<file path="src/rtl/edc_pkg.sv">
// Shared constants, types and helpers for the 1-D collision step block.
`default_nettype none
package edc_pkg;
    localparam int MAX_PARTICLES_DEF = 64;
    localparam int FRACTION_BITS_DEF = 16;
    localparam int CFG_IDX_W = 1;
    localparam int CFG_DATA_W = 48;
    localparam logic [CFG_IDX_W-1:0] REG_PARTICLE_COUNT = 1'b0;
    localparam logic [CFG_IDX_W-1:0] REG_STOP_TIME = 1'b1;
    localparam logic FUNC_LOAD = 1'b0;
    localparam logic FUNC_STEP = 1'b1;
    localparam logic [47:0] MASK48 = 48'hFFFF_FFFF_FFFF;

    // Request and result bundle of the shared divider.
    typedef struct packed {
        logic        start;
        logic [79:0] num;
        logic [79:0] den;
    } div_req_t;

    typedef struct packed {
        logic        done;
        logic [79:0] quo;
    } div_rsp_t;

    // Saturate a wide signed value into 32 bit signed.
    function automatic logic signed [31:0] sat32(input logic signed [81:0] v);
        logic signed [81:0] hi;
        logic signed [81:0] lo;
        hi = 82'sd2147483647;
        lo = -82'sd2147483648;
        if (v > hi) sat32 = 32'sh7FFF_FFFF;
        else if (v < lo) sat32 = 32'sh8000_0000;
        else sat32 = v[31:0];
    endfunction
endpackage
`default_nettype wire

</file>
<file path="src/rtl/edc_div.sv">
// Shared restoring divider for unsigned magnitudes, one quotient bit a cycle.
`default_nettype none
module edc_div (
    input  wire logic          clk,
    input  wire logic          rst_n,
    input  wire edc_pkg::div_req_t req,
    output edc_pkg::div_rsp_t  rsp
);
    logic [79:0] quo_reg, quo_next;
    logic [80:0] rem_reg, rem_next;
    logic [79:0] den_reg, den_next;
    logic [6:0]  cnt_reg, cnt_next;
    logic        busy_reg, busy_next;
    logic        done_reg, done_next;
    logic [80:0] trial;

    // One shift and subtract step per cycle.
    always_comb
    begin
        quo_next  = quo_reg;
        rem_next  = rem_reg;
        den_next  = den_reg;
        cnt_next  = cnt_reg;
        busy_next = busy_reg;
        done_next = 1'b0;
        trial     = {rem_reg[79:0], quo_reg[79]};
        if (req.start)
        begin
            quo_next  = req.num;
            rem_next  = '0;
            den_next  = req.den;
            cnt_next  = 7'd80;
            busy_next = 1'b1;
        end
        else if (busy_reg)
        begin
            if (trial >= {1'b0, den_reg})
            begin
                rem_next = trial - {1'b0, den_reg};
                quo_next = {quo_reg[78:0], 1'b1};
            end
            else
            begin
                rem_next = trial;
                quo_next = {quo_reg[78:0], 1'b0};
            end
            cnt_next = cnt_reg - 7'd1;
            if (cnt_reg == 7'd1)
            begin
                busy_next = 1'b0;
                done_next = 1'b1;
            end
        end
    end

    always_ff @(posedge clk or negedge rst_n)
    begin
        if (!rst_n)
        begin
            busy_reg <= 1'b0;
            done_reg <= 1'b0;
            cnt_reg  <= '0;
        end
        else
        begin
            busy_reg <= busy_next;
            done_reg <= done_next;
            cnt_reg  <= cnt_next;
        end
    end

    always_ff @(posedge clk)
    begin
        quo_reg <= quo_next;
        rem_reg <= rem_next;
        den_reg <= den_next;
    end

    assign rsp.done = done_reg;
    assign rsp.quo  = quo_reg;
endmodule
`default_nettype wire

</file>
<file path="config.mk">
export PLATFORM = sky130hd
export DESIGN_NAME = edc_div
export DESIGN_NICKNAME = d
export VERILOG_FILES = /design/src/rtl/edc_pkg.sv /design/src/rtl/edc_div.sv
export SDC_FILE = /design/constraint.sdc
export NUM_CORES = 1
export LEC_CHECK = 0
export BUFFER_PORTS_ARGS = -buffer_cell sky130_fd_sc_hd__clkbuf_2
export CORE_UTILIZATION = 55
export DETAILED_ROUTE_END_ITERATION = 10
export GPL_TIMING_DRIVEN = 0
export HOLD_SLACK_MARGIN = 0.1
export PLACE_DENSITY_LB_ADDON = 0.25
export SLEW_MARGIN = 0
export SYNTH_ARGS = -nofsm -noshare
export SYNTH_HDL_FRONTEND = slang
export SYNTH_SLANG_ARGS = --single-unit
</file>
<file path="constraint.sdc">
create_clock -name clk -period 5 [get_ports clk]
set_input_delay 1 -clock clk [delete_from_list [all_inputs] [get_ports clk]]
set_output_delay 1 -clock clk [all_outputs]
set_load 0.01 [all_outputs]
</file>
==> flow_metrics.env <==
export IMPL_fmax_ghz=0.2638
export IMPL_cts_buffers=28
export IMPL_synth_nets=1798
export IMPL_synth_main_ff_cell="edfxtp_1"
export IMPL_path_max_fanout=48
export IMPL_status="finished clean"
export IMPL_dieArea_um2=28470
export IMPL_cp_required_ns=5.41
export IMPL_routedWlPerCell_um=19.46
export IMPL_cts_max_level=1
export IMPL_firstDrtPassIters=5
export IMPL_grt_max_degree=68
export IMPL_synth_ff_latch_count=249
export IMPL_track_usage_pct=30.19
export IMPL_timing_hold_ws_ns=0.2943
export IMPL_path_class="in2reg"
export IMPL_die_h_um=168.7
export IMPL_die_w_um=168.7
export IMPL_ant_nets=0
export IMPL_finalHoldViolCount=0
export IMPL_cp_end_kind="register"
export IMPL_p_total_w=0.008650
export IMPL_clock_sinks=249
export IMPL_setup_viol=0
export IMPL_drv_cap=0
export IMPL_clk_transition_reported_paths_ns=0.06
export IMPL_syn_avg_cell_area_um2=9.853
export IMPL_cts_tree="yes"
export IMPL_area_delta_synth_final_pct=17.45
export IMPL_initial_core_util_pct=56.43
export IMPL_p_leak_nw=7.701
export IMPL_min_period_over_period_pct=75.82
export IMPL_stdcell_area_um2=17960
export IMPL_netlist_instances=1552
export IMPL_start_kind="input pin"
export IMPL_yosysSeqAreaShare_pct=43.36
export IMPL_hold_class="in2async"
export IMPL_coreArea_um2=27100
export IMPL_drive_gt1_share_pct=23.90
export IMPL_antenna_found_initial=1
export IMPL_cts_hold_buf=0
export IMPL_finalClockSkew_ns=0.008384
export IMPL_dpl_cell_area_um2=17030
export IMPL_synth_area_leaders="edfxtp_1 31%, dfxtp_1 10%, ha_1 6.7%, mux2_2 6.0%, a21oi_1 3.5%"
export IMPL_first_iter_violations=970
export IMPL_port_buffer_count=243
export IMPL_ff2ff_path_depth=13
export IMPL_grt_pass1_vias=12844
export IMPL_tightest_slew_ns=0.9690
export IMPL_num_rows=60
export IMPL_seqCellArea_um2=6631
export IMPL_cts_root_buffer="clkbuf_16"
export IMPL_clock_latency_ns=0.56
export IMPL_drcViolationCount=0
export IMPL_final_nets=2073
export IMPL_grt_pass1_wl_mm=67.79
export IMPL_wl_mm=43.23
export IMPL_rsz0062_at_grt="false"
export IMPL_fillers=2269
export IMPL_ys_warn_count=0
export IMPL_cts_resized=0
export IMPL_dp_hpwl_mm=33.42
export IMPL_globalplace_congestion=0.9512
export IMPL_vias_per_cell=5.836
export IMPL_cts_setup_buffers=0
export IMPL_synth_area_um2=15290
export IMPL_cts_buffer_depth=3
export IMPL_multiInputGateArea_um2=7802
export IMPL_synth_edf_count=160
export IMPL_drv_slew=0
export IMPL_ios=244
export IMPL_arrival_ns=4.20
export IMPL_dp_cells=2169
export IMPL_overflow=0
export IMPL_period_needed_ns=3.791
export IMPL_yosys_area_top_type="edfxtp_1"
export IMPL_peakVddDrop_mv=0.3312
export IMPL_ys_types=85
export IMPL_yosysTopAreaCellShare_pct=31.42
export IMPL_async_flop_share_pct=3.614
export IMPL_slew_headroom_pct=35.16
export IMPL_via_count=12967
export IMPL_power_density_nw_per_um2=481.6
export IMPL_instances_no_fill=2222
## logic make-up after synthesis
kind of cell	Yosys count	share of synthesized area, %
compound gates	415	18.04
simple gates	397	12.25
flops	249	43.36
buf+inv	197	5.613
mux	135	9.540
fa+ha+maj	83	6.840
xor+xnor	76	4.353
## cell type report
| class | count | share of cell area, % |
|---|---|---|
| diodes | 1 | 0.01393 |
| plain buffers | 90 | 2.543 |
| clock buffers | 35 | 4.159 |
| clock inverters | 17 | 0.9892 |
| inverters | 107 | 2.250 |
| multi-input cells | 1106 | 43.44 |
| flip-flops and latches | 249 | 36.92 |
| well taps | 372 | 2.591 |
| repair buffers | 245 | 7.092 |
## cell usage after synthesis, types with 12 or more instances
cell type  count
a211oi_1      69
a21o_1        32
a21oi_1      106
a31oi_1       16
buf_2         30
clkbuf_1      37
dfxtp_1       80
edfxtp_1     160
ha_1          82
inv_1        106
mux2_2        82
mux2i_1       52
nand2_1      121
nand2b_1      12
nand3_1       12
nand4_1       36
nor2_1       128
nor2b_1       12
nor3_1        23
o21a_1        15
o21ai_0       74
o21bai_1      14
xnor2_1       39
xor2_1        37
## placed cells by master, fill, tap and decap left out, drive strengths merged, types with 52 or more instances in the layout
cell / count
o21ai: 85
mux2i: 52
a211oi: 72
a21oi: 109
clkbuf: 318
inv: 108
mux2: 83
nor2: 128
dfxtp: 80
buf: 52
edfxtp: 160
nand2: 122
ha: 82
## path summary, 6_finish.rpt
kind | from | endpoint | slack (ns)
max reg2reg | quo_reg[79] | rem_reg[36] | 1.22
min in group clk | rem_reg[16] | rem_reg[16] | 0.50
max in group asynchronous | rst_n | cnt_reg[1] | 4.50
max | req[160] | rem_reg[2] | 1.21
min reg2reg | rem_reg[16] | rem_reg[16] | 0.50
min | rst_n | done_reg | 0.29
## metal layers
layer | track usage, % | wire (µm) | vias to the layer above
met3 | 5.050 | 3058 | 95
met5 | 0 | 0 | -
li1 | - | - | 6238
met4 | 12.92 | 1890 | 0
met2 | 50.34 | 20220 | 478
met1 | 38.74 | 18060 | 6156
## critical path, cell delays in order
cell      delay, ns
clkbuf_4       0.42
buf_16         0.29
clkbuf_1       0.50
clkbuf_1       0.54
clkbuf_1       0.77
clkbuf_1       0.54
a211oi_1       0.10
## where the power goes
group / internal, W / total (W) / switching, W / leakage (nW)
Clock: 0.00122 / 0.00208 / 0.000860 / 0.447
Combinational: 0.00154 / 0.00373 / 0.00219 / 4.87
Sequential: 0.00257 / 0.00285 / 0.000276 / 2.39
Total: 0.00533 / 0.00865 / 0.00332 / 7.70
## per-stage QoR
| stage | TNS, ns | setup slack, ns | util (%) |
|---|---|---|---|
| 2_1_floorplan | 0 | 1.313 | - |
| 3_3_place_gp | -127.84 | -1.605 | 62.63 |
| 3_5_place_dp | 0 | 0.6530 | 62.85 |
| 4_1_cts | 0 | 1.222 | 66.27 |
| 5_1_grt | 0 | 1.046 | 66.27 |
| 6_report | 0 | 1.209 | 66.27 |
No activity file was read; power rests on OpenSTA's default activity.
